[src/rtl/brtt_pkg.sv]
// ----------------------------------------------------------------------------
// brtt_pkg
// shared types and constants of the byte run trend tracker
// ----------------------------------------------------------------------------
package brtt_pkg;

  localparam int ENTRY_W    = 11;
  localparam int SAMPLE_W   = 8;
  localparam int RUN_W      = 16;
  localparam int MAG_W      = 15;
  localparam int AGE_W      = 8;
  localparam int CFG_IDX_W  = 3;
  localparam int CFG_DATA_W = 15;

  // configuration register indexes
  localparam logic [CFG_IDX_W-1:0] REG_RECORD_MIN   = 3'd0;
  localparam logic [CFG_IDX_W-1:0] REG_MIN_RUN      = 3'd1;
  localparam logic [CFG_IDX_W-1:0] REG_MAX_RUN      = 3'd2;
  localparam logic [CFG_IDX_W-1:0] REG_FRESH_WINDOW = 3'd3;

  localparam logic [7:0]       RECORD_MIN_RST   = 8'd3;
  localparam logic [MAG_W-1:0] MIN_RUN_RST      = 15'd3;
  localparam logic [MAG_W-1:0] MAX_RUN_RST      = 15'd120;
  localparam logic [7:0]       FRESH_WINDOW_RST = 8'd4;

  localparam logic signed [RUN_W-1:0] RUN_CEIL  = 16'sd32000;
  localparam logic signed [RUN_W-1:0] RUN_FLOOR = -16'sd32000;
  localparam logic [AGE_W-1:0]        AGE_MAX   = 8'd255;

  typedef struct packed {
    logic [ENTRY_W-1:0]  entry;
    logic [SAMPLE_W-1:0] sample;
  } in_t;

  typedef struct packed {
    logic [ENTRY_W-1:0]       entry_out;
    logic signed [RUN_W-1:0]  run_now;
    logic                     pick_valid;
    logic signed [RUN_W-1:0]  pick_run;
    logic [SAMPLE_W-1:0]      pick_value;
  } out_t;

  // per-entry state word
  typedef struct packed {
    logic                     seen;
    logic [SAMPLE_W-1:0]      last_value;
    logic signed [RUN_W-1:0]  run_length;
    logic signed [RUN_W-1:0]  saved_run;
    logic [SAMPLE_W-1:0]      saved_value;
    logic [AGE_W-1:0]         saved_age;
  } state_t;

  localparam state_t STATE_RESET = '{
    seen: 1'b0, last_value: '0, run_length: '0,
    saved_run: '0, saved_value: '0, saved_age: AGE_MAX
  };

  // state store write port
  typedef struct packed {
    logic               en;
    logic [ENTRY_W-1:0] addr;
    state_t             data;
  } wr_t;

  // item between update and select stages
  typedef struct packed {
    logic [ENTRY_W-1:0] entry;
    logic               oob;
    state_t             st;
  } mid_t;

endpackage

[src/rtl/brtt_select.sv]
// ----------------------------------------------------------------------------
// brtt_select
// candidate choice stage and bounds check / output stage
// ----------------------------------------------------------------------------
module brtt_select (
  input  logic                         clk,
  input  logic                         rst_n,
  input  logic                         b_valid,
  input  brtt_pkg::mid_t               b_item,
  input  logic [brtt_pkg::MAG_W-1:0]   min_run,
  input  logic [brtt_pkg::MAG_W-1:0]   max_run,
  input  logic [7:0]                   fresh_window,
  input  logic                         out_stall,
  output logic                         b_ready,
  output logic                         out_valid,
  output brtt_pkg::out_t               out_data
);
  import brtt_pkg::*;

  logic                     c_v_r;
  logic [ENTRY_W-1:0]       c_entry_r;
  logic                     c_oob_r;
  logic signed [RUN_W-1:0]  c_run_now_r;
  logic signed [RUN_W-1:0]  c_pick_r;
  logic [SAMPLE_W-1:0]      c_pval_r;
  logic [MAG_W-1:0]         c_mag_r;
  logic                     o_v_r;
  out_t                     o_r;
  logic                     c_ready;
  logic                     o_ready;
  logic [RUN_W-1:0]         mag_s;
  logic [RUN_W-1:0]         mag_r;
  logic                     pick_saved;
  logic                     in_bounds;

  assign o_ready = !o_v_r || !out_stall;
  assign c_ready = !c_v_r || o_ready;
  assign b_ready = c_ready;

  always_comb begin
    mag_s = b_item.st.saved_run[RUN_W-1] ? RUN_W'(-b_item.st.saved_run)
                                         : RUN_W'(b_item.st.saved_run);
    mag_r = b_item.st.run_length[RUN_W-1] ? RUN_W'(-b_item.st.run_length)
                                          : RUN_W'(b_item.st.run_length);
    pick_saved = (b_item.st.saved_age <= fresh_window) && (mag_s > mag_r);
  end

  assign in_bounds = (c_mag_r >= min_run) && (c_mag_r <= max_run);

  always_ff @(posedge clk) begin
    if (!rst_n) begin
      c_v_r <= 1'b0;
      o_v_r <= 1'b0;
    end else begin
      if (c_ready) c_v_r <= b_valid;
      if (o_ready) o_v_r <= c_v_r;
    end
  end

  always_ff @(posedge clk) begin
    if (c_ready && b_valid) begin
      c_entry_r   <= b_item.entry;
      c_oob_r     <= b_item.oob;
      c_run_now_r <= b_item.st.run_length;
      c_pick_r    <= pick_saved ? b_item.st.saved_run : b_item.st.run_length;
      c_pval_r    <= pick_saved ? b_item.st.saved_value : b_item.st.last_value;
      c_mag_r     <= pick_saved ? mag_s[MAG_W-1:0] : mag_r[MAG_W-1:0];
    end
    if (o_ready && c_v_r) begin
      o_r.entry_out <= c_entry_r;
      if (c_oob_r) begin
        o_r.run_now    <= '0;
        o_r.pick_valid <= 1'b0;
        o_r.pick_run   <= '0;
        o_r.pick_value <= '0;
      end else begin
        o_r.run_now    <= c_run_now_r;
        o_r.pick_valid <= in_bounds;
        o_r.pick_run   <= c_pick_r;
        o_r.pick_value <= c_pval_r;
      end
    end
  end

  assign out_valid = o_v_r;
  assign out_data  = o_r;

endmodule

[config.mk]
export PLATFORM = sky130hd
export DESIGN_NAME = brtt_select
export DESIGN_NICKNAME = d
export VERILOG_FILES = /design/src/rtl/brtt_pkg.sv /design/src/rtl/brtt_select.sv
export SDC_FILE = /design/constraint.sdc
export NUM_CORES = 1
export LEC_CHECK = 0
export BUFFER_PORTS_ARGS = -buffer_cell sky130_fd_sc_hd__buf_2
export CORE_MARGIN = 10
export CORE_UTILIZATION = 25
export DETAILED_ROUTE_END_ITERATION = 8
export MAX_ROUTING_LAYER = met4
export PLACE_DENSITY_LB_ADDON = 0.12
export SETUP_SLACK_MARGIN = 0.2
export SLEW_MARGIN = 20
export SYNTH_ARGS = -nofsm -noshare
export SYNTH_HDL_FRONTEND = slang
export SYNTH_SLANG_ARGS = --single-unit
[constraint.sdc]
create_clock -name clk -period 5.5 [get_ports clk]
set_input_delay 0.275 -clock clk [delete_from_list [all_inputs] [get_ports clk]]
set_output_delay 0.275 -clock clk [all_outputs]
set_load 0.05 [all_outputs]
After elaboration in Yosys (flattened, before gate mapping)
Cells that the tools add are included.
{"block": "word_totals", "register_bits": 121, "wordCells": 33}
{"block": "op_classes", "reduce_logical": 9, "muxes": 5, "n_addsub": 2, "n_lt_le_gt_ge": 4}
{"op": "16-bit two-way mux", "count": 3}
{"op": "16-bit negation", "count": 2}
{"op": "16-bit greater-than comparator", "count": 1}
{"op": "15-bit greater-or-equal comparator", "count": 1}
{"op": "15-bit <= comparator", "count": 1}
{"op": "15-bit two-way mux", "count": 1}
{"op": "8-bit <= comparator", "count": 1}
{"op": "8-bit two-way mux", "count": 1}
{"op": "1-bit logical AND", "count": 4}
{"op": "1-bit logical NOT", "count": 3}
{"op": "1-bit logical OR", "count": 2}

Longest topological paths before layout
{"block": "depth", "word_depth": 5, "depth_mapped": 16, "mapped_depth_nobuf": 14}

Worst setup path after synthesis
Ideal clock, no wire load.
{"block": "synth_timing", "path_kind": "flip-flop to flip-flop", "start": "register o_v_r, in the netlist out_valid", "end": "register o_r (netlist bit out_data[0]), enable pin", "t_arrival_ns": 4.329, "path_buffers": 0, "synth_period_minus_slack_ns": 4.869, "slack_ns": 0.631, "path_stages_with_launch": 2, "path_cell_list": "dfxtp_1 > a21boi_0"}
{"block": "synth_via", "elab_chain_cells": 3}
{"element": "start, declared", "line": "brtt_select.sv:27", "rtl": "logic o_v_r;"}
{"element": "start signal, assigned", "line": "brtt_select.sv:56", "rtl": "if (o_ready) o_v_r <= c_v_r;"}
{"element": "1-bit logical NOT", "line": "brtt_select.sv:36", "rtl": "assign o_ready = !o_v_r || !out_stall;"}
{"element": "1-bit logical OR", "line": "brtt_select.sv:36"}
{"element": "1-bit logical AND", "line": "brtt_select.sv:69", "rtl": "if (o_ready && c_v_r) begin"}
{"element": "end, declared", "line": "brtt_select.sv:28", "rtl": "out_t o_r;"}
No other way between the ends.
A chain may end at the register's enable or synchronous reset.

Final worst setup path
{"block": "layout_timing", "start": "input b_item[19] (netlist name)", "end": "register c_pval_r[2] (data pin)"}
{"block": "layout_via", "elab_chain_cells": 5}
{"element": "start, declared", "line": "brtt_select.sv:9", "rtl": "input brtt_pkg::mid_t b_item,"}
{"element": "16-bit negation", "line": "brtt_select.sv:41", "rtl": "mag_s = b_item.st.saved_run[RUN_W-1] ? RUN_W'(-b_item.st.saved_run)"}
{"element": "16-bit two-way mux (*)", "line": "brtt_select.sv:41"}
{"element": "16-bit greater-than comparator (*)", "line": "brtt_select.sv:45", "rtl": "pick_saved = (b_item.st.saved_age <= fresh_window) && (mag_s > mag_r);"}
{"element": "1-bit logical AND (*)", "line": "brtt_select.sv:45"}
{"element": "8-bit two-way mux (*)", "line": "brtt_select.sv:66", "rtl": "c_pval_r <= pick_saved ? b_item.st.saved_value : b_item.st.last_value;"}
{"element": "end signal, assigned", "line": "brtt_select.sv:66"}
{"element": "end, declared", "line": "brtt_select.sv:25", "rtl": "logic [SAMPLE_W-1:0] c_pval_r;"}
Every way passes the cells marked *; elsewhere a longest branch is shown, timed or not.

==> key figures <==
Worst setup path
  • Startpoint Class: input pin
  • Critical path class: input pin to flip-flop
  • Critical Path RT: 5.65 ns
  • Critical Path End Type: flip-flop
  • Crit Path Max Fanout: 38
  • Critical path arrival: 4.45 ns

Logic synthesis
  • Yosys warns: 0
  • Synth area leader: edfxtp_1
  • Asr flop ratio synth: 0%
  • Synth Instances: 480
  • Synthesized flop and latch total: 120
  • Synth top area share: 56.7%
  • Post-synth cell types: 43
  • Sequential area share after synthesis: 57.4%
  • Syn Std Cell Area: 6250 sq um
  • Syn Nets: 647
  • Mean cell area of the mapped netlist: 13.0 sq um
  • Count of flip-flops with a built-in enable after synthesis: 118
  • Synth Flop Type: edfxtp_1
  • Largest cells by area after synthesis: edfxtp_1 (57%), ha_1 (11%), nor2b_1 (4.3%), mux2_2 (4.1%), inv_1 (3.5%)

Global routing
  • First-pass GRT wire length: 25100 um
  • Initial antenna violation count: 4
  • Gr usage total: 10.7%
  • Vias in the first global route: 4541
  • Total global routing overflow: 0
  • Largest net degree at the start of global routing: 67

Drt
  • First-pass detailed-route iteration total: 4
  • WL met1: 7220 um
  • Initial DRC count: 158
  • # DRC: 0
  • Antenna-violating nets left: 0
  • Length of routed met2 wiring: 8490 um
  • Top routing layer used: met4
  • DRT Wirelength: 16700 um
  • DR WL/cell: 16.7 um
  • Via Count: 4238
  • Vias per cell: 4.25
  • Met3 wire len: 841 um

Final layout
  • Final Util: 33.2%
  • Area Growth Syn to Fin: 30.2%
  • Final Non-Filler Cells: 998
  • Share of layout cells above drive strength 1: 34.5%
  • Number of nets in the final layout: 823
  • Fillers: 2452

Placed design
  • Placer Congestion: 0.766
  • Port bufs: 163
  • Placed Cells: 961
  • Final HPWL DP: 12800 um

Floorplanning
  • Die H: 178 um
  • DIE WIDTH: 178 um
  • Die area: 31700 sq um
  • Placement Rows: 57
  • Initial Util: 25.5%
  • Core area: 24500 sq um
  • I/O pins: 165

STA
  • Relative slew margins: 37.0%
  • Min Clock Period, post-route: 4.30 ns
  • RSZ-0062 raised after global routing: false
  • Setup_tns: 0 ns
  • Final Skew: 0.00907 ns
  • Max Slew Vio Count: 0
  • Worst-Margin Slew: 0.946 ns
  • Fin crit share: 78.2%
  • Fin. Hold Viols: 0
  • Upper clock frequency limit: 233 MHz
  • Final-report setup violation count: 0

CTS
  • Clock latency on the worst-skew pair: 0.41 ns
  • Clk sink count: 120
  • Hold Buf Count CTS: 0
  • # resized after CTS: 0
  • CTS tree: yes
  • H-tree levels: 4
  • CTS root buf: clkbuf_16
  • Clock Path Buffers: 2
  • Worst-path clk slew: 0.06 ns
  • CTS buffer count: 17
  • Post-CTS setup buffer count: 0

Hold path
  • Worst Hold Class: input pin to flip-flop

Power and ir drop
  • Worst vdd ir: 168 uV
  • Cell leakage power: 3.55 nW
  • Pwr dens: 346 nW/um^2
  • Final Power: 2.81 mW

Run status
  • Status: finished, final reports clean

Flow run
  • Maxcap violations: 0
-- worst paths after layout --
path	to	slack, ns	cells past startpoint	startpoint
setup / recovery	c_pval_r[2]	1.20	13	b_item[19]
hold / removal	c_entry_r[1]	0.04	1	b_item[59]
setup reg to reg	out_data[24]	3.41	7	c_mag_r[1]
hold reg to reg	out_data[41]	0.41	0	c_entry_r[0]
-- synth_stat cells, types with 2 or more instances --
cell,n
a21o_1,9
edfxtp_1,118
nor3_1,2
o41ai_1,3
xor2_1,19
nor2b_1,43
dfxtp_1,2
o31a_2,2
a211oi_1,3
o31ai_1,6
or3_1,4
nor2_1,5
or3_4,2
clkbuf_1,5
nand3_1,6
mux2i_1,16
nor4_1,2
or4_1,4
nand2b_1,3
o21ai_0,14
a21oi_1,20
inv_1,58
nand3b_1,2
nand4_1,11
a21boi_0,3
mux2_2,23
xnor2_1,6
nand2_1,14
o211ai_1,2
ha_1,56
buf_2,5
-- per-stage QoR --
step,worst slack (ns),cell area (sq um),hold slack (ns)
2_1_floorplan,0.631,6250,0.374
3_3_place_gp,0.854,7470,0.401
3_5_place_dp,0.797,7470,0.405
4_1_cts,1.20,8120,0.0141
5_1_grt,1.00,8130,0.0107
6_report,1.20,8130,0.0366
-- state kept, by name, summed over array words and instances, names as in the netlist --
name / count
c_v_r: 1
c_pick_r: 16
c_entry_r: 11
out_data: 52
c_oob_r: 1
out_valid: 1
c_mag_r: 14
c_pval_r: 8
c_run_now_r: 16
-- placed cells by master (no fill, tap or decap), drive strengths merged, types with 5 or more instances in the layout --
master  synthesis  layout
or4             5       5
a21oi          20      20
a21o            9       9
or3             6       6
ha             56      56
xor2           20      20
nand2          15      15
edfxtp        118     118
nand3           6       6
nor2b          43      43
bufinv          0       5
nor2            5       5
inv            58      60
mux2i          16      16
nand4          11      11
clkbuf          5      17
buf             5     167
clkinv          0       5
mux2           23      23
diode           0       5
o21ai          14      14
o31ai           6       6
xnor2           6       6
-- cells by family after synthesis --
| group | share of synthesized area [%] |
|---|---|
| AO/OA/AOI/OAI | 6.73 |
| XOR/XNOR | 3.77 |
| flip-flops | 57.4 |
| multiplexers | 6.71 |
| AND/OR/NAND/NOR | 10.0 |
| adder cells (fa/ha/maj) | 11.2 |
| buffers and inverters | 4.19 |
-- power by group --
part	switching, mW	internal, mW
sequential	0.0222	1.09
clock	0.430	0.806
combinational	0.277	0.182
total	0.729	2.08
-- routing by layer --
metal  vias to the layer above  track usage (%)
met4                         0             2.71
met5                         -                -
met3                         7             3.47
met2                        89             17.9
li1                       2125                -
met1                      2017             12.2
-- critical path, stage by stage --
cell,delay (ns)
buf_2,0.12
or4_1,0.57
or4_4,0.48
or3_4,0.41
nor4b_1,0.33
ha_1,0.33
nand4_1,0.18
nor3_1,0.11
a21boi_0,0.16
or4_1,0.45
nand4_1,0.10
buf_4,0.49
mux2_2,0.41
-- layout make-up --
type | count | area, sq um | share of cell area, %
Sequential cell | 120 | 3580 | 44.1
Multi-Input combinational cell | 292 | 2420 | 29.7
Timing Repair Buffer | 167 | 846 | 10.4
Clock buffer | 17 | 425 | 5.23
Tap cell | 324 | 405 | 4.99
Clock inverter | 15 | 225 | 2.77
Inverter | 58 | 218 | 2.68
Antenna cell | 5 | 12.5 | 0.154
Power figures use the tool's default switching activity.
